### src/sv/tksd_pkg.sv
package tksd_pkg;

  // Parser states
  typedef enum logic [2:0] {
    ST_IDLE,
    ST_ESC,
    ST_CSI,
    ST_CSI_DIGIT,
    ST_SS3,
    ST_PREFIX
  } parse_state_t;

  // Input opcodes
  localparam logic OP_BYTE = 1'b0;
  localparam logic OP_TICK = 1'b1;

  // Register indexes (byte address bit 2)
  localparam logic REG_SCAN_CODE_MODE = 1'b0;
  localparam logic REG_TIMEOUT_TICKS  = 1'b1;

  localparam logic [15:0] TIMEOUT_RESET = 16'd100;

  // Byte codes
  localparam logic [7:0] ESC_CODE     = 8'd27;
  localparam logic [7:0] NUL_CODE     = 8'd0;
  localparam logic [7:0] EXT_PREFIX   = 8'd224;
  localparam logic [7:0] CHR_LBRACKET = 8'h5B;
  localparam logic [7:0] CHR_O        = 8'h4F;
  localparam logic [7:0] CHR_TILDE    = 8'h7E;
  localparam logic [7:0] CHR_ZERO     = 8'h30;
  localparam logic [7:0] CHR_NINE     = 8'h39;
  localparam logic [7:0] CHR_UPPER_A  = 8'h41;
  localparam logic [7:0] CHR_UPPER_B  = 8'h42;
  localparam logic [7:0] CHR_UPPER_C  = 8'h43;
  localparam logic [7:0] CHR_UPPER_D  = 8'h44;
  localparam logic [7:0] CHR_UPPER_F  = 8'h46;
  localparam logic [7:0] CHR_UPPER_H  = 8'h48;

  // Key numbers
  localparam logic [3:0] NAV_UP        = 4'd0;
  localparam logic [3:0] NAV_DOWN      = 4'd1;
  localparam logic [3:0] NAV_LEFT      = 4'd2;
  localparam logic [3:0] NAV_RIGHT     = 4'd3;
  localparam logic [3:0] NAV_HOME      = 4'd4;
  localparam logic [3:0] NAV_END       = 4'd5;
  localparam logic [3:0] NAV_PAGE_UP   = 4'd6;
  localparam logic [3:0] NAV_PAGE_DOWN = 4'd7;
  localparam logic [3:0] NAV_INS       = 4'd8;
  localparam logic [3:0] NAV_DEL       = 4'd9;
  localparam logic [3:0] NAV_LAST      = NAV_DEL;

  // Key lookup result: hit flag and key number
  typedef struct packed {
    logic       hit;
    logic [3:0] key;
  } key_lookup_t;

  // Configuration seen by the decoder
  typedef struct packed {
    logic        scan_code_mode;
    logic [15:0] timeout_ticks;
    logic        mode_wr;
  } cfg_t;

  // One decoded result
  typedef struct packed {
    logic       emit;
    logic       is_special;
    logic [7:0] key_value;
  } result_t;

  function automatic key_lookup_t scan_key(input logic [7:0] b);
    key_lookup_t r;
    r.hit = 1'b1;
    unique case (b)
      8'd72:   r.key = NAV_UP;
      8'd80:   r.key = NAV_DOWN;
      8'd75:   r.key = NAV_LEFT;
      8'd77:   r.key = NAV_RIGHT;
      8'd71:   r.key = NAV_HOME;
      8'd79:   r.key = NAV_END;
      8'd73:   r.key = NAV_PAGE_UP;
      8'd81:   r.key = NAV_PAGE_DOWN;
      8'd82:   r.key = NAV_INS;
      8'd83:   r.key = NAV_DEL;
      default: begin
        r.hit = 1'b0;
        r.key = NAV_UP;
      end
    endcase
    return r;
  endfunction

  function automatic key_lookup_t csi_key(input logic [7:0] b);
    key_lookup_t r;
    r.hit = 1'b1;
    unique case (b)
      CHR_UPPER_A: r.key = NAV_UP;
      CHR_UPPER_B: r.key = NAV_DOWN;
      CHR_UPPER_C: r.key = NAV_RIGHT;
      CHR_UPPER_D: r.key = NAV_LEFT;
      CHR_UPPER_H: r.key = NAV_HOME;
      CHR_UPPER_F: r.key = NAV_END;
      default: begin
        r.hit = 1'b0;
        r.key = NAV_UP;
      end
    endcase
    return r;
  endfunction

  // ESC [ digit ~ : digits 1..8 only
  function automatic key_lookup_t digit_key(input logic [3:0] d);
    key_lookup_t r;
    r.hit = 1'b1;
    unique case (d)
      4'd1:    r.key = NAV_HOME;
      4'd2:    r.key = NAV_INS;
      4'd3:    r.key = NAV_DEL;
      4'd4:    r.key = NAV_END;
      4'd5:    r.key = NAV_PAGE_UP;
      4'd6:    r.key = NAV_PAGE_DOWN;
      4'd7:    r.key = NAV_HOME;
      4'd8:    r.key = NAV_END;
      default: begin
        r.hit = 1'b0;
        r.key = NAV_UP;
      end
    endcase
    return r;
  endfunction

endpackage

### src/sv/tksd_if.sv
interface tksd_key_if;
  logic       valid;
  logic       ready;
  logic       opcode;
  logic [7:0] rx_byte;

  modport source (output valid, output opcode, output rx_byte, input ready);
  modport sink (input valid, input opcode, input rx_byte, output ready);
endinterface

interface tksd_event_if;
  logic       valid;
  logic       ready;
  logic       is_special;
  logic [7:0] key_value;

  modport source (output valid, output is_special, output key_value, input ready);
  modport sink (input valid, input is_special, input key_value, output ready);
endinterface

### src/sv/tksd_regs.sv
module tksd_regs (
  input  logic             clk,
  input  logic             rst,
  input  logic             psel,
  input  logic             penable,
  input  logic             pwrite,
  input  logic [2:0]       paddr,
  input  logic [31:0]      pwdata,
  output logic [31:0]      prdata,
  output logic             pready,
  output tksd_pkg::cfg_t   cfg
);
  import tksd_pkg::*;

  logic        scan_code_mode;
  logic [15:0] timeout_ticks;
  logic        wr;
  logic        reg_sel;

  assign pready  = 1'b1;
  assign wr      = psel && penable && pwrite;
  assign reg_sel = paddr[2];

  always_ff @(posedge clk) begin
    if (rst) begin
      scan_code_mode <= 1'b0;
      timeout_ticks  <= TIMEOUT_RESET;
    end else if (wr) begin
      if (reg_sel == REG_SCAN_CODE_MODE) begin
        scan_code_mode <= pwdata[0];
      end else begin
        timeout_ticks <= pwdata[15:0];
      end
    end
  end

  always_comb begin
    if (reg_sel == REG_SCAN_CODE_MODE) begin
      prdata = {31'd0, scan_code_mode};
    end else begin
      prdata = {16'd0, timeout_ticks};
    end
  end

  assign cfg.scan_code_mode = scan_code_mode;
  assign cfg.timeout_ticks  = timeout_ticks;
  assign cfg.mode_wr        = wr && (reg_sel == REG_SCAN_CODE_MODE);

endmodule

### src/sv/tksd_decode.sv
module tksd_decode (
  input  logic              clk,
  input  logic              rst,
  input  tksd_pkg::cfg_t    cfg,
  input  logic              step,
  input  logic              opcode,
  input  logic [7:0]        rx_byte,
  output tksd_pkg::result_t res
);
  import tksd_pkg::*;

  parse_state_t state, state_next;
  logic [3:0]   held_digit, held_digit_next;
  logic [15:0]  idle_ticks, idle_ticks_next;

  always_ff @(posedge clk) begin
    if (rst || cfg.mode_wr) begin
      state      <= ST_IDLE;
      held_digit <= 4'd0;
      idle_ticks <= 16'd0;
    end else if (step) begin
      state      <= state_next;
      held_digit <= held_digit_next;
      idle_ticks <= idle_ticks_next;
    end
  end

  always_comb begin
    logic [15:0] ticks_inc;
    logic        abandon;
    key_lookup_t scan_hit;
    key_lookup_t csi_hit;
    key_lookup_t dig_hit;

    ticks_inc       = idle_ticks + 16'd1;
    abandon         = 1'b0;
    scan_hit        = scan_key(rx_byte);
    csi_hit         = csi_key(rx_byte);
    dig_hit         = digit_key(held_digit);
    state_next      = state;
    held_digit_next = held_digit;
    idle_ticks_next = idle_ticks;
    res             = '0;

    if (opcode == OP_TICK) begin
      if (!cfg.scan_code_mode && state != ST_IDLE && state != ST_PREFIX) begin
        idle_ticks_next = ticks_inc;
        if (ticks_inc >= cfg.timeout_ticks) begin
          abandon = 1'b1;
        end
      end
    end else if (cfg.scan_code_mode) begin
      state_next      = ST_IDLE;
      held_digit_next = 4'd0;
      idle_ticks_next = 16'd0;
      if (state == ST_PREFIX) begin
        res.emit       = scan_hit.hit;
        res.is_special = 1'b1;
        res.key_value  = {4'd0, scan_hit.key};
      end else if (rx_byte == NUL_CODE || rx_byte == EXT_PREFIX) begin
        state_next = ST_PREFIX;
      end else begin
        res.emit      = 1'b1;
        res.key_value = rx_byte;
      end
    end else begin
      unique case (state)
        ST_IDLE: begin
          if (rx_byte == ESC_CODE) begin
            state_next      = ST_ESC;
            idle_ticks_next = 16'd0;
          end else if (rx_byte != NUL_CODE) begin
            res.emit      = 1'b1;
            res.key_value = rx_byte;
          end
        end
        ST_ESC: begin
          idle_ticks_next = 16'd0;
          if (rx_byte == CHR_LBRACKET) begin
            state_next = ST_CSI;
          end else if (rx_byte == CHR_O) begin
            state_next = ST_SS3;
          end else begin
            abandon = 1'b1;
          end
        end
        ST_CSI: begin
          if (rx_byte >= CHR_ZERO && rx_byte <= CHR_NINE) begin
            held_digit_next = rx_byte[3:0];
            state_next      = ST_CSI_DIGIT;
            idle_ticks_next = 16'd0;
          end else if (csi_hit.hit) begin
            state_next      = ST_IDLE;
            held_digit_next = 4'd0;
            idle_ticks_next = 16'd0;
            res.emit        = 1'b1;
            res.is_special  = 1'b1;
            res.key_value   = {4'd0, csi_hit.key};
          end else begin
            abandon = 1'b1;
          end
        end
        ST_CSI_DIGIT: begin
          if (rx_byte == CHR_TILDE && dig_hit.hit) begin
            state_next      = ST_IDLE;
            held_digit_next = 4'd0;
            idle_ticks_next = 16'd0;
            res.emit        = 1'b1;
            res.is_special  = 1'b1;
            res.key_value   = {4'd0, dig_hit.key};
          end else begin
            abandon = 1'b1;
          end
        end
        ST_SS3: begin
          if (rx_byte == CHR_UPPER_H || rx_byte == CHR_UPPER_F) begin
            state_next      = ST_IDLE;
            held_digit_next = 4'd0;
            idle_ticks_next = 16'd0;
            res.emit        = 1'b1;
            res.is_special  = 1'b1;
            res.key_value   = {4'd0, (rx_byte == CHR_UPPER_H) ? NAV_HOME : NAV_END};
          end else begin
            abandon = 1'b1;
          end
        end
        default: begin
          abandon = 1'b1;
        end
      endcase
    end

    // Drop the sequence and report a lone ESC
    if (abandon) begin
      state_next      = ST_IDLE;
      held_digit_next = 4'd0;
      idle_ticks_next = 16'd0;
      res.emit        = 1'b1;
      res.is_special  = 1'b0;
      res.key_value   = ESC_CODE;
    end
  end

  a_mode_wr_clears: assert property (@(posedge clk) disable iff (rst)
    cfg.mode_wr |=> (state == ST_IDLE && idle_ticks == 16'd0))
    else $error("mode write did not clear the parser");

  a_scan_states: assert property (@(posedge clk) disable iff (rst)
    cfg.scan_code_mode |-> (state == ST_IDLE || state == ST_PREFIX))
    else $error("escape state reached in scan-code mode");

  a_held_digit_range: assert property (@(posedge clk) disable iff (rst)
    held_digit <= 4'd9)
    else $error("held digit out of range");

endmodule

### src/sv/terminal_key_sequence_decoder.sv
// Path: an accepted transaction is held in the input register and decoded into the
//   result register when the parser steps; its key event is valid from that register.
// Throughput: one byte or tick per cycle; an item waits in the input register only
//   while the result register holds an event that the sink has not taken.
// Reset (rst, synchronous): both stages empty, parser idle, ANSI mode, timeout 100.
module terminal_key_sequence_decoder (
  input  logic         clk,
  input  logic         rst,
  tksd_key_if.sink     keys,
  tksd_event_if.source events,
  input  logic         psel,
  input  logic         penable,
  input  logic         pwrite,
  input  logic [2:0]   paddr,
  input  logic [31:0]  pwdata,
  output logic [31:0]  prdata,
  output logic         pready
);
  import tksd_pkg::*;

  cfg_t    cfg;
  result_t res;

  // Input register
  logic       s1_valid;
  logic       s1_opcode;
  logic [7:0] s1_byte;

  // Result register
  logic       out_valid;
  logic       out_special;
  logic [7:0] out_value;

  logic step;
  logic take;

  // Configuration registers behind the APB port
  tksd_regs u_regs (
    .clk     (clk),
    .rst     (rst),
    .psel    (psel),
    .penable (penable),
    .pwrite  (pwrite),
    .paddr   (paddr),
    .pwdata  (pwdata),
    .prdata  (prdata),
    .pready  (pready),
    .cfg     (cfg)
  );

  // Advance the held item through the parser when the result register is free
  // or is being emptied in this cycle.
  assign step       = s1_valid && (!out_valid || events.ready);
  assign keys.ready = !s1_valid || step;
  assign take       = keys.valid && keys.ready;

  always_ff @(posedge clk) begin
    if (rst) begin
      s1_valid <= 1'b0;
    end else begin
      s1_valid <= take || (s1_valid && !step);
    end
  end

  // Capture the payload on each accepted transaction; hold it otherwise.
  always_ff @(posedge clk) begin
    if (take) begin
      s1_opcode <= keys.opcode;
      s1_byte   <= keys.rx_byte;
    end
  end

  // Parser state machine and key tables
  tksd_decode u_decode (
    .clk     (clk),
    .rst     (rst),
    .cfg     (cfg),
    .step    (step),
    .opcode  (s1_opcode),
    .rx_byte (s1_byte),
    .res     (res)
  );

  // Result register: load on a step, drop once the sink takes it.
  always_ff @(posedge clk) begin
    if (rst) begin
      out_valid <= 1'b0;
    end else if (step) begin
      out_valid <= res.emit;
    end else if (events.ready) begin
      out_valid <= 1'b0;
    end
  end

  always_ff @(posedge clk) begin
    if (step && res.emit) begin
      out_special <= res.is_special;
      out_value   <= res.key_value;
    end
  end

  assign events.valid      = out_valid;
  assign events.is_special = out_special;
  assign events.key_value  = out_value;

  a_s1_holds: assert property (@(posedge clk) disable iff (rst)
    (s1_valid && !step) |=> (s1_valid && $stable(s1_byte) && $stable(s1_opcode)))
    else $error("input register lost an unprocessed item");

  a_out_holds: assert property (@(posedge clk) disable iff (rst)
    (out_valid && !events.ready) |=>
      (out_valid && $stable(out_special) && $stable(out_value)))
    else $error("result register changed while the sink stalled");

  a_key_range: assert property (@(posedge clk) disable iff (rst)
    (out_valid && out_special) |-> (out_value <= {4'd0, NAV_LAST}))
    else $error("navigation key number out of range");

endmodule
### src/flat_wrapper.sv
// flat-port wrapper written by rule: the top's interface ports become plain ports
module terminal_key_sequence_decoder_flat import tksd_pkg::*;
  (clk, rst, psel, penable, pwrite, paddr, pwdata, prdata, pready, keys_valid, keys_opcode, keys_rx_byte, keys_ready, events_valid, events_is_special, events_key_value, events_ready);
  tksd_key_if keys_i ();
  tksd_event_if events_i ();
  input  logic clk;
  input  logic rst;
  input  logic psel;
  input  logic penable;
  input  logic pwrite;
  input  logic [2:0] paddr;
  input  logic [31:0] pwdata;
  output logic [31:0] prdata;
  output logic pready;
  input wire logic [$bits(keys_i.valid)-1:0] keys_valid;
  input wire logic [$bits(keys_i.opcode)-1:0] keys_opcode;
  input wire logic [$bits(keys_i.rx_byte)-1:0] keys_rx_byte;
  output wire logic [$bits(keys_i.ready)-1:0] keys_ready;
  output wire logic [$bits(events_i.valid)-1:0] events_valid;
  output wire logic [$bits(events_i.is_special)-1:0] events_is_special;
  output wire logic [$bits(events_i.key_value)-1:0] events_key_value;
  input wire logic [$bits(events_i.ready)-1:0] events_ready;
  assign keys_i.valid = keys_valid;
  assign keys_i.opcode = keys_opcode;
  assign keys_i.rx_byte = keys_rx_byte;
  assign keys_ready = keys_i.ready;
  assign events_valid = events_i.valid;
  assign events_is_special = events_i.is_special;
  assign events_key_value = events_i.key_value;
  assign events_i.ready = events_ready;
  terminal_key_sequence_decoder u_core (.clk(clk), .rst(rst), .keys(keys_i), .events(events_i), .psel(psel), .penable(penable), .pwrite(pwrite), .paddr(paddr), .pwdata(pwdata), .prdata(prdata), .pready(pready));
endmodule
### config.mk
export PLATFORM = sky130hd
export DESIGN_NAME = terminal_key_sequence_decoder_flat
export DESIGN_NICKNAME = d
export VERILOG_FILES = /design/src/sv/tksd_pkg.sv /design/src/sv/tksd_if.sv /design/src/sv/tksd_regs.sv /design/src/sv/tksd_decode.sv /design/src/sv/terminal_key_sequence_decoder.sv /design/src/flat_wrapper.sv
export SDC_FILE = /design/constraint.sdc
export NUM_CORES = 1
export LEC_CHECK = 0
export ABC_CLOCK_PERIOD_IN_PS = 4300
export BUFFER_PORTS_ARGS = -buffer_cell sky130_fd_sc_hd__buf_2
export CORE_MARGIN = 4
export CORE_UTILIZATION = 50
export DETAILED_ROUTE_END_ITERATION = 8
export HOLD_SLACK_MARGIN = 0.12
export PLACE_DENSITY = 0.75
export SLEW_MARGIN = 20
export SYNTH_ARGS = -nofsm -noshare
export SYNTH_HDL_FRONTEND = slang
export SYNTH_SLANG_ARGS = --single-unit
export TNS_END_PERCENT = 30
### constraint.sdc
create_clock -name clk -period 4.3 [get_ports clk]
set_clock_uncertainty 0.15 [all_clocks]
set_input_delay 0.645 -clock clk [delete_from_list [all_inputs] [get_ports clk]]
set_output_delay 0.645 -clock clk [all_outputs]
set_load 0.01 [all_outputs]
Yosys cells after proc, flatten, opt, wreduce, memory -nomap -nowiden. Index checks and enable logic that the tools add are counted.

Register bits: 60. Input port bits: 51. Logic and storage cells: 172.

Add/subtract/negate cells: 1. $lt $le $gt $ge: 3. Equality and inequality tests: 44. Mux-type cells: 71. Bitwise logic cells: 1. Reductions and logical operators: 40.

Operator list (count): 2-to-1 mux 16 bit (10); equality test 8 x 7 -> 1 bit (second input constant) (17); case mux 16 bit (5 select lines) (1); 2-to-1 mux 10 bit (7); 2-to-1 mux 3 bit (12); case mux 4 bit (9 select lines) (1); 2-to-1 mux 8 bit (4); case mux 8 bit (4 select lines) (1); case mux 3 bit (5 select lines) (2); 2-to-1 mux 4 bit (7); case mux 4 bit (6 select lines) (1); 2-to-1 mux 1 bit (21); adder 16 x 1 -> 16 bit (second input constant) (1); equality test 4 x 3 -> 1 bit (second input constant) (4); greater-or-equal comparator 16 bit (1); nonzero test 8 bit (2); inequality test 5 x 3 -> 1 bit (second input constant) (3); inequality test 4 x 3 -> 1 bit (second input constant) (3); case mux 4 bit (3 select lines) (1); logical AND 1 bit (11); inequality test 5 x 4 -> 1 bit (second input constant) (2); OR reduction 10 bit (1); equality test 4 x 2 -> 1 bit (second input constant) (2); equality test 8 x 5 -> 1 bit (second input constant) (1); other kinds (30) (44).

Logic depth before layout (Yosys ltp).
Depth in word-level cells: 10. Mapped depth: 17. Gate-level depth less buffers: 15.

Modules after synthesis. Synthesis repeated with hierarchy kept, for this count alone.

Cells, all modules: 530. Area, all modules: 4429.2 µm².

Modules (own cells, without submodules): tksd_decode (times used 1, cells an instance 389, area an instance 2762.6 µm², seq. area each 460.4 µm²); tksd_regs (times used 1, cells an instance 112, area an instance 1023.5 µm², seq. area each 340.3 µm²); terminal_key_sequence_decoder (times used 1, cells an instance 29, area an instance 643.1 µm², seq. area each 580.6 µm²).

Worst setup path after synthesis. No wires, ideal clock.

Kind: register to register. From: reg u_core.u_decode.idle_ticks[2]. To: reg u_core.out_special (netlist: u_core.events.is_special), enable pin. Library setup time: 316 ps. Arrival: 3262 ps. Required time: 3834 ps. Setup slack: 572 ps. Stages on the path, launching flop included: 16. Period minus slack after synthesis: 3728 ps. Path through: dfxtp_1 nand3_1 nor2_1 and3_1 nand2_1 nor3_1 xnor2_1 inv_1 ha_1 nand4_1 nor2_1 o2111ai_1 o211ai_1 nand2_1 nor2_2 o21ba_2.

Longest elaborated chain between the ends: 7.

RTL lines: start, declared (line tksd_decode.sv:14) `logic [15:0] idle_ticks, idle_ticks_next;`; start signal, assigned (line tksd_decode.sv:24) `idle_ticks <= idle_ticks_next;`; adder 16 x 1 -> 16 bit (line tksd_decode.sv:35) `ticks_inc = idle_ticks + 16'd1;`; greater-or-equal comparator 16 bit (line tksd_decode.sv:48) `if (ticks_inc >= cfg.timeout_ticks) begin`; 2-to-1 mux 1 bit (line tksd_decode.sv:48); 2-to-1 mux 1 bit (line tksd_decode.sv:46) `if (!cfg.scan_code_mode && state != ST_IDLE && state != ST_PREFIX) begin`; 2-to-1 mux 1 bit (line tksd_decode.sv:45) `if (opcode == OP_TICK) begin`; 2-to-1 mux 10 bit (line tksd_decode.sv:134) `if (abandon) begin`; logical AND 1 bit (line terminal_key_sequence_decoder.sv:96) `if (step && res.emit) begin`; end signal, assigned (line terminal_key_sequence_decoder.sv:97) `out_special <= res.is_special;`; end, declared (line terminal_key_sequence_decoder.sv:31) `logic out_special;`.

No other way between the ends. A chain may end at the register's enable or synchronous reset.

Final worst setup path.
From: reg u_core.u_decode.idle_ticks[2]. To: reg u_core.u_decode.idle_ticks[0].

Longest elaborated chain between the ends: 7.

RTL lines (line): adder 16 x 1 -> 16 bit * (tksd_decode.sv:35); greater-or-equal comparator 16 bit * (tksd_decode.sv:48); 2-to-1 mux 1 bit * (tksd_decode.sv:48); 2-to-1 mux 1 bit * (tksd_decode.sv:46); 2-to-1 mux 1 bit * (tksd_decode.sv:45); inequality test 6 x 4 -> 1 bit (no source line) (tied with other cells); AND reduction 7 bit (no source line).

Mark *: on every way between the ends. The rest lies on a longest branch, timed or not.

==> run metrics <==
status=finished clean; Tmin final=3670 ps; nets=627; # rows=32; Via Count=3,941; Hold Path Sink=u_core.u_regs.timeout_ticks[3]; setup TNS=0 ps; Post-route DRC=0; Critical Path End Type=register; Post-CTS Setup Inserts=0; mapped cell area=4140 sq um; Max-cap violations=0; WHS Path Cells=2; Yosys Warn Count=0; asr flop ratio synth=0; pin count of the biggest net entering global routing=31; initial antenna violation count=0; Die Y=99.0 um; CTS H-tree depth=3; Reg2Reg Setup Slack=630 ps; number of synthesized flops with an enable pin=18; Place WS=690 ps; Worst Reg-to-Reg Cells=17; Fin. Hold Viols=0; critical path class=register to register; DRT Wirelength=10,100 um; Total Routing Usage GR=0.207; die area=9810 sq um; Syn Inst Count=roughly 510; total grt overflow=0; Reg clk slew, reported paths=70 ps; first-pass GRT wire length=16,800 um; Distinct cells, synth=78; clk buf depth=2; Sink Count=60; Core Region=7890 sq um; R2R Path End=u_core.u_decode.idle_ticks[0]; CP arrival=3770 ps; worst endpoint required time=4390 ps; critical path peak fanout=11; Final Max Slew Viols=0; n_diodes=0; final setup vio count=0; Buffers on Ports=between 50 and 60; WL per Instance=about 15 um; RSZ-0062 raised after global routing=false; post-CTS sizing=0; initial core utilization=0.525; setup ws final=625 ps; vias per cell=5.92; Top Ports=between 90 and 100; min-delay src=u_core.u_regs.timeout_ticks[3]; drt first pass iters=5; Hold-fix buffers, CTS=0; root buf cell=clkbuf_8; CTS Buf Count=9; P per Cell Area=279 nW/um^2; number of instances in the placed design=650; Avg Cell Area, Syn=8.08 sq um; gpl congestion=0.952; FMAX=approximately 270 MHz; Synth Register Bits=60; Clock Latency Late Sink=about 350 ps; antenna viol nets, final=0; most area-consuming cells after synthesis=dfxtp_1, edfxtp_1, nand2_1; RR Startpoint=u_core.u_decode.idle_ticks[2]; post-synthesis sequential area ratio=0.333; vias in the first global route=3,539; LEAKAGE=1.82 nW; start point of the critical path=u_core.u_decode.idle_ticks[2]; DP HPWL=7540 um; HP Class=register to register; worst vdd ir=roughly 0.17 mV; Cell Count, Final, Fillers Out=666; Synth Flop Type=dfxtp_1; share of cells above drive strength 1=0.188; Critical Path Source Type=register; share of the synthesized area in the top cell type=0.203; initial DRC count=about 530; Worst Tran Pin Value=869 ps; relative slew slack=0.417; area grow syn2layout=11.2%; CTS tree=built; DIE WIDTH=99.0 um; period utilisation layout=0.855; Synth area leader=dfxtp_1
worst max-delay path, stage by stage, from the launching register on:
cell and delay, ps:
dfxtp_1 450, nand3_1 100, nor2_1 210, and3_1 260, nand2_1 80, nor2_1 140, xnor2_1 160, inv_1 80
ha_1 290, a211oi_1 230, nor2_1 80, nor4_1 220, o211ai_1 120, buf_4 190, a31oi_4 290, buf_4 240
nor4_1 60, a31o_2 210
cell usage after synthesis, drive strengths merged, types with 5 or more instances:
cell / count
nand3: 35
nor3b: 7
a21oi: 31
buf: 31
xor2: 5
nor3: 9
inv: 24
nand2b: 5
dfxtp: 42
o31ai: 9
xnor2: 12
and2: 8
nand4: 8
clkbuf: 17
o211ai: 6
a211oi: 6
o21ai: 21
nand2: 64
ha: 17
or3: 8
nor2: 52
edfxtp: 18
metal layers:
metal | up-vias | track usage | part of all wire
li1 | 1906 | - | -
met2 | 220 | 0.307 | 0.43
met4 | 0 | 0.0683 | 0.017
met5 | - | 0 | 0
met1 | 1798 | 0.300 | 0.45
met3 | 17 | 0.0410 | 0.099
stage by stage:
| step | hold WS [ps] | instance area [sq um] | utilization | power (mW) |
|---|---|---|---|---|
| after floorplan | 286 | 4200 | - | 0.737 |
| after global placement | 292 | 4400 | 0.558 | 0.768 |
| after detailed placement | 299 | 4400 | 0.558 | 0.771 |
| after CTS | 308 | 4610 | 0.584 | 1.29 |
| after global routing | 317 | 4610 | 0.584 | 1.34 |
| final | 303 | 4610 | 0.584 | 1.29 |
cells by family (layout without fill, tap and decap cells):
logic type	after synthesis	count (layout)	share of synthesized area
flip-flops	60	60	0.333
multiplexers	2	2	0.00483
buffers and inverters	73	109	0.0924
XOR/XNOR	17	17	0.0359
other	2	17	0.00181
adder cells (fa/ha/maj)	17	17	0.0513
AND/OR/NAND/NOR	225	225	0.273
AO/OA/AOI/OAI	117	117	0.207
cell usage in the layout (no fill, tap or decap), types with 4 or more instances in the layout:
master    netlist  routed
a211o_1         4       4
xor2_1          5       5
and2_1          8       8
nand2b_1        5       5
a21oi_1        29      29
buf_2           9      59
inv_1          24      24
o31ai_1         8       8
nand2_1        63      63
conb_1          2      17
nor4_1          4       4
xnor2_1        12      12
edfxtp_1       18      18
or3_1           8       8
nor2_1         51      51
o41ai_1         4       4
clkbuf_8        0      10
a211oi_1        5       5
o211ai_1        5       5
nor3b_1         7       7
dfxtp_1        42      42
nand4_1         8       8
nand3_1        35      35
buf_4          17       9
o21ai_0        19      19
ha_1           17      17
nor3_1          9       9
flip-flops by register name (all words and copies together) (netlist names), 3 cells and up:
signal / cells
u_core.s1_byte: 8
u_core.u_regs.timeout_ticks: 16
u_core.events.key_value: 8
u_core.u_decode.state: 3
u_core.u_decode.idle_ticks: 16
u_core.u_decode.held_digit: 4
area by class of cell:
class | instances | area [sq um]
inverter | 25 | 93.8
fill | 718 | 3280
clock inverter | 3 | 15.0
timing repair buffer | 68 | 363
sequential | 60 | 1380
tap | 102 | 128
multi-input combinational | 395 | 2440
clock buffer | 13 | 191
power by group:
group	internal, mW	total, mW	switching [mW]
clock network	0.293	0.525	0.232
registers	0.599	0.620	0.0215
logic	0.0541	0.141	0.0866
total	0.945	1.29	0.340
worst max path at each step:
stage	cells after the start	slack, ps	endpoint
floorplan	15	570	u_core.events.is_special
global placement	17	710	u_core.u_decode.idle_ticks[0]
detailed placement	17	690	u_core.u_decode.idle_ticks[0]
CTS	17	640	u_core.u_decode.idle_ticks[0]
global route	17	330	u_core.u_decode.held_digit[2]
finish	17	630	u_core.u_decode.idle_ticks[0]
Note: power is estimated with default switching activity, not from simulation.
